**src/hdl/tcb_pkg.sv**
```systemverilog
// shared types, codes and helpers for the tcb spline evaluator
package tcb_pkg;

  // fixed-point formats
  localparam int FRAC   = 24;
  localparam int MUL_W  = 40;
  localparam int PROD_W = 64;
  localparam int Q_W    = 24;

  // request codes
  localparam logic [1:0] REQ_LOAD    = 2'd0;
  localparam logic [1:0] REQ_ADVANCE = 2'd1;
  localparam logic [1:0] REQ_RESTART = 2'd2;

  // one stored key
  typedef struct packed {
    logic signed [31:0] value;
    logic [31:0]        ktime;
    logic signed [15:0] tension;
    logic signed [15:0] continuity;
    logic signed [15:0] bias;
  } key_word_t;

  typedef enum logic [2:0] {
    ST_IDLE, ST_WALK_RD, ST_WALK_CHK, ST_FETCH, ST_CALC_GO, ST_CALC_WAIT, ST_EMIT
  } state_t;

  // evaluation steps, in issue order
  typedef enum logic [4:0] {
    OP_S, OP_SQ, OP_CU,
    OP_A0, OP_A1, OP_B0, OP_B1, OP_C0, OP_C1, OP_D0, OP_D1,
    OP_T0A, OP_T0B, OP_ADJ0, OP_TAN0,
    OP_T1A, OP_T1B, OP_ADJ1, OP_TAN1,
    OP_H0, OP_H1, OP_H2, OP_H3
  } op_t;

  // clamp a q1.14 parameter to minus one .. one
  function automatic logic signed [16:0] tcb_clamp(input logic signed [15:0] x);
    logic signed [16:0] v;
    v = 17'(x);
    if (v > 17'sd16384) v = 17'sd16384;
    if (v < -17'sd16384) v = -17'sd16384;
    return v;
  endfunction

  function automatic logic signed [16:0] one_plus(input logic signed [15:0] x);
    return 17'sd16384 + tcb_clamp(x);
  endfunction

  function automatic logic signed [16:0] one_minus(input logic signed [15:0] x);
    return 17'sd16384 - tcb_clamp(x);
  endfunction

endpackage

```
**src/hdl/tcb_mul.sv**
```systemverilog
// signed multiplier, 16 bits of the second operand per cycle, low 64 bits kept
module tcb_mul
  import tcb_pkg::*;
(
  input  logic                     clk,
  input  logic                     rst,
  input  logic                     start,
  input  logic signed [MUL_W-1:0]  a,
  input  logic signed [MUL_W-1:0]  b,
  output logic                     done,
  output logic signed [PROD_W-1:0] prod
);

  logic signed [MUL_W-1:0] areg;
  logic signed [MUL_W-1:0] breg;
  logic [1:0]              k;
  logic                    busy;
  logic signed [16:0]      dig;
  logic signed [56:0]      pp;
  logic signed [PROD_W-1:0] pp_sh;

  // digit select and partial product, top digit carries the sign
  always_comb begin
    unique case (k)
      2'd0:    dig = $signed({1'b0, breg[15:0]});
      2'd1:    dig = $signed({1'b0, breg[31:16]});
      default: dig = 17'($signed(breg[39:32]));
    endcase
    pp    = areg * dig;
    pp_sh = PROD_W'(pp) <<< {k, 4'b0000};
  end

  // control
  always_ff @(posedge clk) begin
    if (rst) begin
      busy <= 1'b0;
      done <= 1'b0;
      k    <= 2'd0;
    end else begin
      done <= 1'b0;
      if (start) begin
        busy <= 1'b1;
        k    <= 2'd0;
      end else if (busy) begin
        k <= k + 2'd1;
        if (k == 2'd2) begin
          busy <= 1'b0;
          done <= 1'b1;
        end
      end
    end
  end

  // accumulator
  always_ff @(posedge clk) begin
    if (start) begin
      areg <= a;
      breg <= b;
      prod <= '0;
    end else if (busy) begin
      prod <= prod + pp_sh;
    end
  end

endmodule

```
**config.mk**
```make
export PLATFORM = sky130hd
export DESIGN_NAME = tcb_mul
export DESIGN_NICKNAME = d
export VERILOG_FILES = /design/src/hdl/tcb_pkg.sv /design/src/hdl/tcb_mul.sv
export SDC_FILE = /design/constraint.sdc
export NUM_CORES = 2
export LEC_CHECK = 0
export BUFFER_PORTS_ARGS = -buffer_cell sky130_fd_sc_hd__buf_2
export CAP_MARGIN = 0
export CORE_MARGIN = 5
export CORE_UTILIZATION = 50
export DETAILED_ROUTE_END_ITERATION = 8
export GPL_ROUTABILITY_DRIVEN = 0
export PLACE_DENSITY = 0.78
export SYNTH_ARGS = -nofsm -noshare
export SYNTH_HDL_FRONTEND = slang
export SYNTH_SLANG_ARGS = --single-unit
```
**constraint.sdc**
```tcl
create_clock -name clk -period 15 [get_ports clk]
set_input_delay 1.5 -clock clk [delete_from_list [all_inputs] [get_ports clk]]
set_output_delay 1.5 -clock clk [all_outputs]
set_load 0.005 [all_outputs]
```
==> impl_metrics.tcl <==
set metrics [dict create \
    status "finished, final reports clean" \
    seqCellArea_um2 3769 \
    worstSetupPathType "register to register" \
    grt_pass1_wl_mm 146.3 \
    clk_latency_ns 0.51 \
    fp.coreArea_um2 64460 \
    synthMuxAreaShare_pct 1.913 \
    grt.total_usage_pct 26.01 \
    drv_cap 0 \
    finalNonFillerCells 4566 \
    grt-ovfl-total 0 \
    drt_first_pass_iters 6 \
    cts_tree "yes" \
    ctsHoldBuffers 0 \
    clock_sinks 148 \
    yosys.area.top_type "fa_1" \
    ys_top_cells_by_count "inv_1 (728), fa_1 (642), nand2_1 (476), and2_1 (211), ha_1 (198)" \
    fmax_mhz 74.50 \
    grt_max_degree 62 \
    cts_resized 0 \
    synth_compound_area_share_pct 9.816 \
    placedInstanceArea_um2 34000 \
    port_buffers 147 \
    die_area_um2 70340 \
    avgSynthCellArea_um2 8.881 \
    std_cell_rows 93 \
    yosys_warnings 0 \
    finalSetupViolCount 0 \
    place_inst 4531 \
    crit_top_cell "fa_1" \
    floorplan.initialDensity_pct 50.52 \
    totalWireLength_mm 89.24 \
    async_flop_share_pct 0 \
    clk_pin_slew_ns 0.10 \
    critPathMaxStageDelay_ns 0.85 \
    final_antenna_net_count 0 \
    synth_xor_area_share_pct 2.878 \
    vias_per_cell 5.635 \
    required_ns 15.38 \
    synth_cell_type_count 77 \
    worstMarginPinSlew_ns 0.9578 \
    synthAdderAreaFrac_pct 47.07 \
    wl_per_cell_um 19.54 \
    syn2layout_area_growth_pct 6.159 \
    yosys_most_used_dff "edfxtp_1" \
    post_cts_buffers 0 \
    fin_crit_ns 13.42 \
    synth_nets 4590 \
    cts.htree.levels 4 \
    cp-start-kind "register" \
    die_w_um 265.2 \
    cts_root_buffer "clkbuf_16" \
    yosysTopAreaCellShare_pct 39.46 \
    syn_inst 3667 \
    num_vias 25730 \
    drcViolationCount 0 \
    cp_slowest_cell "nor2_1" \
    yosys.area_share.simple_pct 16.43 \
    timing.slew.headroom_pct 35.91 \
    drt_iter0_drc 2523 \
    finalHoldViolations 0 \
    rsz0062_at_grt "false" \
    synth.most_common_cell "inv_1" \
    nets 4618 \
    max-clock-path-buffers 2 \
    synth_top_family_by_area "adder cells" \
    dpl.hpwl_mm 69.87 \
    hold_depth 2 \
    setup_tns_ns 0 \
    first_global_vias 27050 \
    endpoint_kind "register" \
    drive_gt1_share_pct 6.446 \
    finalClockSkew_ns 0.03000 \
    synth_edf_count 80 \
    n_fill_cell 5795 \
    min_path_type "register to register" \
    final_area_um2 34570 \
    yosys_register_bits 148 \
    dieHeight_um 265.2 \
    arrival_ns 13.81 \
    cts_buffers 17 \
    critPathMaxFanout 49 \
    multi_input_area_um2 25460 \
    post-route-period-util_pct 89.49 \
    maxSlewViolCount 0 \
    ys_seq_area_share_pct 11.56 \
    synth.area.top_cells "fa_1 (39%), inv_1 (8.4%), ha_1 (7.6%)" \
    io_pins 148 \
    syn_area_um2 32570 \
    antenna_found_initial 6 \
    reg2reg_depth 43 \
]
-- registers in the layout (all words and copies together) (netlist names) --
register and cells:
breg 40, busy 1, prod 64, k 2, areg 40, done 1
-- worst max-delay path: cells and delay by family, from the launching register on --
| family | cells | cell delay (ns) |
|---|---|---|
| AOI/OAI and AO/OA | 13 | 3.68 |
| xor gates and xnor gates | 1 | 0.42 |
| adders and majority gates | 9 | 4.44 |
| buffers and inverters | 7 | 1.58 |
| DFF | 1 | 0.35 |
| muxes | 3 | 0.68 |
| and+or+nand+nor | 10 | 2.08 |
-- routing by layer --
layer	wire, um	vias up	GRT usage [%]
met2	40370	1340	40.72
met3	9863	175	6.382
met5	42	-	0
met4	2283	6	7.301
li1	-	11410	-
met1	36690	12800	36.51
-- area by class of cell --
| type | count | share of cell area (%) |
|---|---|---|
| antenna | 3 | 0.02171 |
| clock buffer | 17 | 1.230 |
| clock inverter | 15 | 0.4126 |
| inverter | 728 | 7.904 |
| multi-input combinational | 2623 | 73.64 |
| sequential | 148 | 10.90 |
| tap | 855 | 3.094 |
| timing repair buffer | 177 | 2.797 |
-- cell families after synthesis --
group / Yosys count
buffers and inverters: 896
AO/OA/AOI/OAI: 491
multiplexers: 62
flip-flops: 148
XOR/XNOR: 107
AND/OR/NAND/NOR: 1123
adder cells (fa/ha/maj): 840
-- path summary, 6_finish.rpt --
path / to / slack (ns) / from
worst min-delay path: prod[62] / 0.52 / prod[62]
worst max register to register: prod[63] / 1.58 / k[0]
worst min register to register: prod[62] / 0.52 / prod[62]
worst max-delay path: prod[63] / 1.58 / k[0]
-- layout by cell type (no fill, tap or decap), drive strengths merged, types with 8 or more instances in the layout --
| cell | instances |
|---|---|
| clkbuf | 17 |
| nand3 | 34 |
| nand2 | 476 |
| edfxtp | 80 |
| a31oi | 13 |
| nor2 | 189 |
| inv | 735 |
| a211oi | 22 |
| mux2i | 60 |
| and2 | 211 |
| a21oi | 159 |
| nor2b | 93 |
| a22oi | 8 |
| o21a | 13 |
| or2 | 8 |
| o22ai | 8 |
| buf | 177 |
| or3 | 10 |
| dfxtp | 68 |
| a221o | 13 |
| o21ai | 90 |
| o21bai | 15 |
| a21o | 73 |
| xnor2 | 78 |
| o211ai | 15 |
| and3 | 16 |
| nor3 | 25 |
| nand2b | 21 |
| xor2 | 29 |
| ha | 198 |
| nand4 | 19 |
| fa | 642 |
-- per-stage QoR --
step / setup slack, ns / util, % / hold WS [ns]
2_1_floorplan: 3.781 / - / 0.4586
3_3_place_gp: 2.333 / 52.74 / 0.4801
3_5_place_dp: 1.986 / 52.74 / 0.4939
4_1_cts: 1.881 / 53.62 / 0.5143
5_1_grt: 0.9133 / 53.62 / 0.5493
6_report: 1.576 / 53.63 / 0.5172
Power is not shown: default switching activity piles up to over one toggle a cycle in this logic, so the estimate is an artifact.
