File: src/hdl/tcb_pkg.sv
// shared types, codes and helpers for the tcb spline evaluator
package tcb_pkg;

  // fixed-point formats
  localparam int FRAC   = 24;
  localparam int MUL_W  = 40;
  localparam int PROD_W = 64;
  localparam int Q_W    = 24;

  // request codes
  localparam logic [1:0] REQ_LOAD    = 2'd0;
  localparam logic [1:0] REQ_ADVANCE = 2'd1;
  localparam logic [1:0] REQ_RESTART = 2'd2;

  // one stored key
  typedef struct packed {
    logic signed [31:0] value;
    logic [31:0]        ktime;
    logic signed [15:0] tension;
    logic signed [15:0] continuity;
    logic signed [15:0] bias;
  } key_word_t;

  typedef enum logic [2:0] {
    ST_IDLE, ST_WALK_RD, ST_WALK_CHK, ST_FETCH, ST_CALC_GO, ST_CALC_WAIT, ST_EMIT
  } state_t;

  // evaluation steps, in issue order
  typedef enum logic [4:0] {
    OP_S, OP_SQ, OP_CU,
    OP_A0, OP_A1, OP_B0, OP_B1, OP_C0, OP_C1, OP_D0, OP_D1,
    OP_T0A, OP_T0B, OP_ADJ0, OP_TAN0,
    OP_T1A, OP_T1B, OP_ADJ1, OP_TAN1,
    OP_H0, OP_H1, OP_H2, OP_H3
  } op_t;

  // clamp a q1.14 parameter to minus one .. one
  function automatic logic signed [16:0] tcb_clamp(input logic signed [15:0] x);
    logic signed [16:0] v;
    v = 17'(x);
    if (v > 17'sd16384) v = 17'sd16384;
    if (v < -17'sd16384) v = -17'sd16384;
    return v;
  endfunction

  function automatic logic signed [16:0] one_plus(input logic signed [15:0] x);
    return 17'sd16384 + tcb_clamp(x);
  endfunction

  function automatic logic signed [16:0] one_minus(input logic signed [15:0] x);
    return 17'sd16384 - tcb_clamp(x);
  endfunction

endpackage

File: src/hdl/tcb_div.sv
// restoring divider, one quotient bit per cycle, num below den
module tcb_div
  import tcb_pkg::*;
(
  input  logic           clk,
  input  logic           rst,
  input  logic           start,
  input  logic [31:0]    num,
  input  logic [31:0]    den,
  output logic           done,
  output logic [Q_W-1:0] quot
);

  logic [31:0] rem;
  logic [31:0] den_r;
  logic [4:0]  cnt;
  logic        busy;
  logic [32:0] r2;
  logic        ge;

  // trial subtract
  always_comb begin
    r2 = {rem, 1'b0};
    ge = (r2 >= {1'b0, den_r});
  end

  // control
  always_ff @(posedge clk) begin
    if (rst) begin
      busy <= 1'b0;
      done <= 1'b0;
      cnt  <= '0;
    end else begin
      done <= 1'b0;
      if (start) begin
        busy <= 1'b1;
        cnt  <= '0;
      end else if (busy) begin
        cnt <= cnt + 5'd1;
        if (cnt == 5'(Q_W - 1)) begin
          busy <= 1'b0;
          done <= 1'b1;
        end
      end
    end
  end

  // datapath
  always_ff @(posedge clk) begin
    if (start) begin
      rem   <= num;
      den_r <= den;
      quot  <= '0;
    end else if (busy) begin
      rem  <= ge ? 32'(r2 - {1'b0, den_r}) : r2[31:0];
      quot <= {quot[Q_W-2:0], ge};
    end
  end

endmodule

File: config.mk
export PLATFORM = sky130hd
export DESIGN_NAME = tcb_div
export DESIGN_NICKNAME = d
export VERILOG_FILES = /design/src/hdl/tcb_pkg.sv /design/src/hdl/tcb_div.sv
export SDC_FILE = /design/constraint.sdc
export NUM_CORES = 1
export LEC_CHECK = 0
export BUFFER_PORTS_ARGS = -buffer_cell sky130_fd_sc_hd__buf_4
export CAP_MARGIN = 40
export CORE_MARGIN = 2
export CORE_UTILIZATION = 55
export DETAILED_ROUTE_END_ITERATION = 10
export PLACE_DENSITY = 0.83
export SLEW_MARGIN = 30
export SYNTH_ARGS = -nofsm -noshare
export SYNTH_HDL_FRONTEND = slang
export SYNTH_SLANG_ARGS = --single-unit
File: constraint.sdc
create_clock -name clk -period 3.57 [get_ports clk]
set_input_delay 0.357 -clock clk [delete_from_list [all_inputs] [get_ports clk]]
set_output_delay 0.357 -clock clk [all_outputs]
set_load 0.1 [all_outputs]
==> out/qor.csv, run 1 <==
metric;value;unit
peakVddDrop;410;uV
min_from;rst;
worst_slew_pin_slew;734;ps
clkLatencyLatePin;400;ps
drt-total-wl;12400;um
p_per_area;626;nW/um2
fp-row-count;37;
place.gp.congestion;0.939;
period_share;0.952;
htree_num_levels;3;
clock_sinks;95;
drive_gt1_frac;0.246;
grtUsageTotal;0.226;
synth_seq_cells;95;
stdcell_area;6740;um2
fp.dieArea;11200;um2
grt_pass1_vias;4360;
fin_nets;738;
synthFlopType;edfxtp_1;
crit_arrival;3540;ps
io_pins;92;
overflow;0;
synthCells;551;
skew;17.4;ps
syn_avg_cell_area;10.4;um2
antenna_found_initial;0;
root_buffer;clkbuf_8;
cts_buffers;9;
grt_max_degree;69;
fillers;807;
syn_nets;652;
startpoint_type;register;
fin_crit;3400;ps
num_vias;4393;
syn_area;5720;um2
synthTopCellsByArea;edfxtp_1, dfxtp_1, ha_1;
finalPower;0.00422;W
yosysUniqueCellTypes;57;
path_class;register to register;
hold_viol;0;
post-dp-hpwl;8940;um
fmax;0.294;GHz
die_w;106;um
setup_viol;0;
viasPerCell;5.65;
core_area;10200;um2
place_inst;761;
status;complete, no violations;
postCtsSetupBuffers;0;
initial_core_util;0.559;
syn_to_final_growth;17.8;%
cts_tree;done;
slew_headroom;0.510;
die_h;106;um
synth-warning-count;0;
cp_max_fo;26;
ys_seq_area_frac;0.444;
dr.pass1.iters;5;
synth_top_area_cell;edfxtp_1;
hold_path_class;input pin to register;
synth_top_cell_area_share;0.336;
drv_slew;0;
maxCapViolations;0;
final_cells;778;
n_antenna_cell;0;
crit_required;3710;ps
synth_edf_count;64;
ys_async_sr_fraction;0;
drt_iter0_drc;192;
postRouteAntennaNets;0;
drc_errors;0;
grt_pass1_wl;20200;um
cts.clk_slew.worst_paths;100;ps
leakage;2.97;nW
cp-startpoint;rem[13]$_DFFE_PP_;
clockBufferDepth;2;
dpl_cell_area;6510;um2
portBuffers;91;
reg2reg_from;rem[13]$_DFFE_PP_;
cp-end-kind;register;
wl_per_cell;15.9;um
## flip-flops by register name, summed over array words and instances (netlist names)
register / count
busy: 1
cnt: 5
den_r: 32
done: 1
quot: 24
rem: 32
## area by class of cell
cell class / instances / area [um2] / area share
timing repair buffer: 97 / 748 / 0.111
clock buffer: 11 / 153 / 0.0226
tap: 136 / 170 / 0.0252
multi-input combinational: 393 / 2930 / 0.434
sequential: 95 / 2540 / 0.377
clock inverter: 5 / 46.3 / 0.00687
inverter: 41 / 154 / 0.0228
## worst paths after layout
| path | endpoint | slack [ps] | depth (start not counted) |
|---|---|---|---|
| worst max-delay path | rem[11]$_DFFE_PP_ | 170 | 10 |
| worst min-delay path | busy$_SDFF_PP0_ | 110 | 2 |
| worst max register to register | rem[11]$_DFFE_PP_ | 170 | 10 |
| worst min register to register | quot[23]$_SDFFE_PP0P_ | 520 | 2 |
## kinds of logic (layout without fill, tap and decap cells)
group | count (synthesis) | in the layout | synth area share
adders and majority gates | 34 | 34 | 0.0757
DFF | 95 | 95 | 0.444
muxes | 67 | 67 | 0.133
xor gates and xnor gates | 27 | 27 | 0.0413
buffers and inverters | 63 | 154 | 0.0453
AOI/OAI and AO/OA | 126 | 126 | 0.144
and+or+nand+nor | 139 | 139 | 0.117
## critical path: stages, from the launching register on
cell and delay, ps:
edfxtp_1 410, ha_1 390, a21oi_1 250, o21ai_1 120, or3_1 370, a211oi_2 320, nor4_2 120, o21ai_4 280
nand2_8 240, mux2_4 370, mux2_2 270
## power breakdown
part           internal [W]  switching [W]
clock network      0.000308       0.000416
registers           0.00138      0.0000910
logic              0.000973        0.00105
total               0.00266        0.00155
## cell usage after synthesis (13+ instances only)
| cell type | n |
|---|---|
| a21o_1 | 18 |
| a21oi_1 | 45 |
| clkbuf_1 | 18 |
| dfxtp_1 | 31 |
| edfxtp_1 | 64 |
| ha_1 | 33 |
| inv_1 | 41 |
| mux2_2 | 23 |
| mux2i_1 | 27 |
| nand2_1 | 30 |
| nor2_1 | 52 |
| o21ai_0 | 13 |
| xnor2_1 | 17 |
## metrics by stage
step / TNS (ps) / hold WS, ps / worst slack, ps / util
after floorplan: 0 / 429 / 486 / -
after global placement: 0 / 475 / 229 / 0.636
after detailed placement: 0 / 492 / 108 / 0.636
after CTS: 0 / 101 / 81.0 / 0.655
after global routing: -4.64 / 97.9 / -3.34 / 0.659
final: 0 / 112 / 170 / 0.659
## what timing repair did
item	CTS	global route
hold buffers	0	0
resized for setup	0	1
endpoints found under the setup margin	0	17
endpoints found under the hold margin	0	0
## layer usage
layer	share of wire	track usage	routed length (um)	up-vias
met5	0	0	0	-
met4	0.017	0.0648	206	0
met3	0.064	0.0638	785	16
met2	0.48	0.384	5970	139
met1	0.44	0.282	5400	2072
li1	-	-	-	2166
## cells in the final DEF, fill, tap and decap left out, drive strengths merged, types with 21 or more instances in the layout
master / instances
dfxtp: 31
o21ai: 21
ha: 33
nand2: 31
a21oi: 46
nor2: 53
mux2: 40
inv: 44
edfxtp: 64
buf: 97
mux2i: 27
Power figures use the tool's default switching activity.
==> run 2, diff against run 1 <==
--- a/config.mk
+++ b/config.mk
@@ -8,9 +8,9 @@
 export BUFFER_PORTS_ARGS = -buffer_cell sky130_fd_sc_hd__buf_4
 export CAP_MARGIN = 40
 export CORE_MARGIN = 2
-export CORE_UTILIZATION = 55
+export CORE_UTILIZATION = 49
 export DETAILED_ROUTE_END_ITERATION = 10
-export PLACE_DENSITY = 0.83
+export PLACE_DENSITY = 0.76
 export SLEW_MARGIN = 30
 export SYNTH_ARGS = -nofsm -noshare
 export SYNTH_HDL_FRONTEND = slang
==> run 2 against run 1 <==
Effect of this change: utilization is 5.5 points lower; non-clock buffer count is 3 higher; worst setup slack better by 62 ps; sequential power hardly changed; sequential cell count stayed put; routed wire length is 1.3% higher; total power is 6.6% higher; maximum frequency is 1.9% higher; combinational power hardly changed; cell area is 2.3% higher; critical path depth stayed put; critical endpoint is now rem[8]$_DFFE_PP_; highest routed layer unchanged.
==> out/qor.csv, run 2 (synthesized netlist as in run 1, its figures left out) <==
metric;value;unit;change
wl_per_cell;15.9;um;about the same
crit_chain;ha_1 > a21oi_4 > o21ai_1 > or3_1 > a211oi_2 > nor4_2 > o21ai_4 > nand2_8 > mux2_1 > mux2_2;;was ha_1 > a21oi_1 > o21ai_1 > or3_1 > a211oi_2 > nor4_2 > o21ai_4 > nand2_8 > mux2_4 > mux2_2
overflow;0;;unchanged
antenna_found_initial;0;;unchanged
setup_viol;0;;unchanged
p_per_area;652;nW/um2;was 626 nW/um2
grt_pass1_wl;21100;um;was 20200 um
core_area;11400;um2;was 10200 um2
slew_headroom;0.619;;was 0.510
finalPower;0.00450;W;was 0.00422 W
reg2reg_from;rem[11]$_DFFE_PP_;;was rem[13]$_DFFE_PP_
fp-row-count;39;;was 37
leakage;3.03;nW;was 2.97 nW
final_common_cell;buf_4;;unchanged
worst_slew_pin_slew;569;ps;was 734 ps
cp_max_fo;26;;unchanged
cts_tree;done;;unchanged
hold_viol;0;;unchanged
skew;12.3;ps;was 17.4 ps
clock_sinks;95;;unchanged
whs_path_depth;1;;was 2
drv_slew;0;;unchanged
grt_pass1_vias;4406;;was 4360
fmax;0.300;GHz;was 0.294 GHz
drt_iter0_drc;258;;was 192
clkLatencyLatePin;360;ps;was 400 ps
grtUsageTotal;0.208;;was 0.226
period_share;0.935;;was 0.952
die_h;112;um;was 106 um
final_cell_mix;buf_4, edfxtp_1, nor2_1;;unchanged
place.gp.congestion;0.934;;was 0.939
syn_to_final_growth;20.6;%;was 17.8%
grt_max_degree;40;;was 69
status;complete, no violations;;unchanged
fillers;984;;was 807
path_class;register to register;;unchanged
drt-total-wl;12500;um;was 12400 um
fp.dieArea;12600;um2;was 11200 um2
portBuffers;91;;unchanged
crit_required;3680;ps;was 3710 ps
peakVddDrop;489;uV;was 410 uV
initial_core_util;0.501;;was 0.559
n_antenna_cell;0;;unchanged
worstReg2RegEnd;rem[8]$_DFFE_PP_;;was rem[11]$_DFFE_PP_
postRouteAntennaNets;0;;unchanged
drive_gt1_frac;0.253;;was 0.246
post-dp-hpwl;9060;um;was 8940 um
critPathMaxStageDelay;440;ps;was 410 ps
rsz0062_at_grt;false;;
r2r_setup_slack;230;ps;was 170 ps
cts.clk_slew.worst_paths;80;ps;was 100 ps
min_from;den[30];;was rst
setup_tns;0;ps;unchanged
cts_buffers;9;;unchanged
reg_top3;den_r x32, rem x32, quot x24;;unchanged
crit_family;compound AO/OA/AOI/OAI gates;;unchanged
num_vias;4374;;was 4393
place_inst;769;;was 761
hold_path_class;input pin to register;;unchanged
crit_path_top_delay_cell;ha_1;;was edfxtp_1
path_buf_inv;0;;unchanged
viasPerCell;5.55;;was 5.65
cp-end-kind;register;;unchanged
maxCapViolations;0;;unchanged
reg2regPathDepth;10;;unchanged
drc_errors;0;;unchanged
dpl_cell_area;6520;um2;was 6510 um2
dr.pass1.iters;4;;was 5
stdcell_area;6900;um2;was 6740 um2
final_cells;788;;was 778
root_buffer;clkbuf_16;;was clkbuf_8
startpoint_type;register;;unchanged
crit_arrival;3440;ps;was 3540 ps
fin_crit;3340;ps;was 3400 ps
die_w;112;um;was 106 um
io_pins;92;;unchanged
htree_num_levels;3;;unchanged
min_to;den_r[30]$_DFFE_PP_;;was busy$_SDFF_PP0_
fin_nets;741;;was 738
clockBufferDepth;2;;unchanged
## run 2: repair_timing
action,CTS,global route
endpoints found under the setup margin,0,17
setup buffers,0,2
gates resized for setup,0,2
hold buffers,0,0
## run 2: worst max-delay path by stage
stage / startpoint / to / slack, ps / cells after the start
global route: rem[29]$_DFFE_PP_ / rem[28]$_DFFE_PP_ / 40 / 10
floorplan: rem[17]$_DFFE_PP_ / rem[10]$_DFFE_PP_ / 490 / 11
global placement: rem[13]$_DFFE_PP_ / rem[4]$_DFFE_PP_ / 220 / 10
CTS: rem[13]$_DFFE_PP_ / rem[8]$_DFFE_PP_ / 30 / 10
finish: rem[11]$_DFFE_PP_ / rem[8]$_DFFE_PP_ / 230 / 10
detailed placement: rem[13]$_DFFE_PP_ / rem[8]$_DFFE_PP_ / 70 / 10
## run 2: area by class of cell
type / count / area [um2] / area share
multi-input cells: 393 / 2930 / 0.425
flip-flops and latches: 95 / 2540 / 0.369
repair buffers: 100 / 771 / 0.112
clock buffers: 10 / 250 / 0.0363
well taps: 143 / 179 / 0.0259
inverters: 41 / 154 / 0.0223
clock inverters: 6 / 70.1 / 0.0102
## run 2: stage by stage
| stage | hold slack [ps] | setup slack, ps | util |
|---|---|---|---|
| after floorplan | 429 | 486 | - |
| after detailed placement | 479 | 72.6 | 0.571 |
| final | 167 | 232 | 0.604 |
| after global routing | 154 | 43.8 | 0.604 |
| after global placement | 472 | 221 | 0.571 |
| after CTS | 155 | 34.7 | 0.599 |
## run 2: where the power goes
| group | leakage, nW | switching (W) | internal (W) |
|---|---|---|---|
| combinational | 1.99 | 0.00104 | 0.000974 |
| clock | 0.156 | 0.000472 | 0.000538 |
| sequential | 0.886 | 0.0000908 | 0.00138 |
## run 2: per-layer routing
| metal | global-route usage | part of all wire | vias to the layer above |
|---|---|---|---|
| met3 | 0.0659 | 0.062 | 14 |
| met1 | 0.262 | 0.43 | 2055 |
| li1 | - | - | 2171 |
| met4 | 0.0756 | 0.019 | 0 |
| met2 | 0.340 | 0.49 | 134 |
| met5 | 0 | 0 | - |
==> run 3, diff against run 2 <==
--- a/config.mk
+++ b/config.mk
@@ -9,6 +9,7 @@
 export CAP_MARGIN = 40
 export CORE_MARGIN = 2
 export CORE_UTILIZATION = 49
+export CTS_BUF_LIST = sky130_fd_sc_hd__clkbuf_2
 export DETAILED_ROUTE_END_ITERATION = 10
 export PLACE_DENSITY = 0.76
 export SLEW_MARGIN = 30
==> run 3 against run 2 <==
Effect of this change: via count rose by 6.4%; routed wire length grew 8.3%; sequential cell count unchanged; total power down 6.7%; combinational power up 4%; critical path depth unchanged; maximum frequency down 2.0%; sequential share of layout area fell by 2.5 points; worst setup slack worse by 68 ps; die area unchanged; count of clock-buffer cells in the layout shrank 1; first-iteration DRC count decreased by 3.1%.
==> out/qor.csv, run 3 (synthesized netlist as in run 1, its figures left out) <==
metric;value;unit;change
cts_buffers;9;;unchanged
slew_headroom;0.611;;was 0.619
post-dp-hpwl;9060;um;unchanged
setup_tns;0;ps;unchanged
fp-row-count;39;;unchanged
cp-end-kind;register;;unchanged
hold_viol;0;;unchanged
path_class;register to register;;unchanged
multi_input_area;2950;um2;was 2930 um2
viasPerCell;5.45;;was 5.55
antenna_found_initial;0;;unchanged
final_cell_mix;buf_4, edfxtp_1, dlygate4sd3_1;;was buf_4, edfxtp_1, nor2_1
drive_gt1_frac;0.232;;was 0.253
r2r_setup_slack;160;ps;was 230 ps
hold_path_class;input pin to register;;unchanged
htree_num_levels;3;;unchanged
die_h;112;um;unchanged
startpoint_type;register;;unchanged
leakage;3.24;nW;was 3.03 nW
peakVddDrop;328;uV;was 489 uV
portBuffers;91;;unchanged
worstReg2RegEnd;rem[25]$_DFFE_PP_;;was rem[8]$_DFFE_PP_
maxCapViolations;0;;unchanged
period_share;0.954;;was 0.935
core_area;11400;um2;unchanged
drt-total-wl;13500;um;was 12500 um
skew;39.0;ps;was 12.3 ps
reg2regPathDepth;10;;unchanged
rsz0062_at_grt;false;;unchanged
fp.dieArea;12600;um2;unchanged
place.gp.congestion;0.934;;unchanged
initial_core_util;0.501;;unchanged
grt_pass1_wl;22500;um;was 21100 um
final_common_cell;buf_4;;unchanged
worst_slew_pin_slew;577;ps;was 569 ps
root_buffer;clkbuf_2;;was clkbuf_16
reg_top3;den_r x32, rem x32, quot x24;;unchanged
p_per_area;567;nW/um2;was 652 nW/um2
fillers;929;;was 984
clockBufferDepth;2;;unchanged
fin_crit;3410;ps;was 3340 ps
die_w;112;um;unchanged
crit_required;4010;ps;was 3680 ps
cts.clk_slew.worst_paths;290;ps;was 80 ps
finalPower;0.00420;W;was 0.00450 W
n_antenna_cell;0;;unchanged
cts_tree;done;;unchanged
seq_area;2540;um2;unchanged
num_vias;4655;;was 4374
grtUsageTotal;0.223;;was 0.208
drv_slew;0;;unchanged
clkLatencyLatePin;670;ps;was 360 ps
drt_iter0_drc;250;;was 258
status;complete, no violations;;unchanged
cp_max_fo;13;;was 26
postRouteAntennaNets;0;;unchanged
cp-startpoint;rem[11]$_DFFE_PP_;;unchanged
overflow;0;;unchanged
grt_max_degree;40;;unchanged
grt_pass1_vias;4756;;was 4406
clock_sinks;95;;unchanged
fmax;0.294;GHz;was 0.300 GHz
syn_to_final_growth;29.2;%;was 20.6%
dr.pass1.iters;5;;was 4
fin_nets;807;;was 741
crit_arrival;3850;ps;was 3440 ps
setup_viol;0;;unchanged
wl_per_cell;15.9;um;about the same
drc_errors;0;;unchanged
reg2reg_from;rem[11]$_DFFE_PP_;;unchanged
setup.worst_path.end;rem[25]$_DFFE_PP_;;was rem[8]$_DFFE_PP_
io_pins;92;;unchanged
final_core_util;0.647;;was 0.604
==> run 3: cell types whose count changed in the layout (fill, tap and decap cells not counted) <==
cell           delta
a31oi_2           -1
a31oi_4           +1
buf_4             +1
bufinv_16         +1
clkbuf_16        -10
clkbuf_2          +9
dlygate4sd3_1    +64
nand2_4           +1
==> run 3: per-stage QoR <==
step           setup slack (ps)  hold slack (ps)  instances  cell area, um2
4_1_cts                    55.3             11.1        848            7300
5_1_grt                    51.8             11.4        854            7390
3_3_place_gp                221              472        769            6520
2_1_floorplan               486              429        551            5720
3_5_place_dp               72.6              479        769            6520
6_report                    164             61.9        854            7390
==> run 3: layout make-up <==
cell class	instances	share of cell area
flip-flops and latches	95	0.344
clock buffers	9	0.00609
repair buffers	165	0.192
multi-input cells	394	0.399
inverters	41	0.0208
well taps	143	0.0242
clock inverters	7	0.0135
==> run 3: metal layers <==
metal	vias up	GRT usage	wire length, um
li1	2303	-	-
met1	2193	0.279	5990
met2	133	0.372	6520
met3	26	0.0583	683
met4	0	0.0854	356
met5	-	0	0
==> run 3: worst min path at each step <==
stage / startpoint / to / slack (ps) / cells past startpoint
after detailed placement: cnt[4]$_SDFFE_PP0P_ / done$_SDFF_PP0_ / 480 / 2
after CTS: num[28] / rem[28]$_DFFE_PP_ / 10 / 3
after floorplan: rst / busy$_SDFF_PP0_ / 430 / 1
final: num[28] / rem[28]$_DFFE_PP_ / 60 / 3
after global routing: num[28] / rem[28]$_DFFE_PP_ / 10 / 3
after global placement: cnt[4]$_SDFFE_PP0P_ / done$_SDFF_PP0_ / 470 / 2
==> run 3: worst max-delay path, cell delays in order, from the launching register on <==
cell	delay, ps
edfxtp_1	490
ha_1	430
a21oi_4	220
o21ai_1	90
or3_1	370
a211oi_2	330
nor4_2	130
o21ai_4	300
nand2_4	240
mux2_4	350
mux2_2	260
==> run 3: power breakdown <==
| part | leakage, nW | switching (W) | internal, W |
|---|---|---|---|
| Combinational | 2.27 | 0.00107 | 0.00103 |
| Clock | 0.0845 | 0.000439 | 0.000187 |
| Sequential | 0.886 | 0.0000924 | 0.00138 |
==> run 3: timing repair <==
item | 4_1_cts | 5_1_grt
buffers inserted | 0 | 3
setup endpoints to repair | 0 | 17
endpoints found under the hold margin | 69 | 1
resized for setup | 0 | 3
hold buffers | 63 | 1
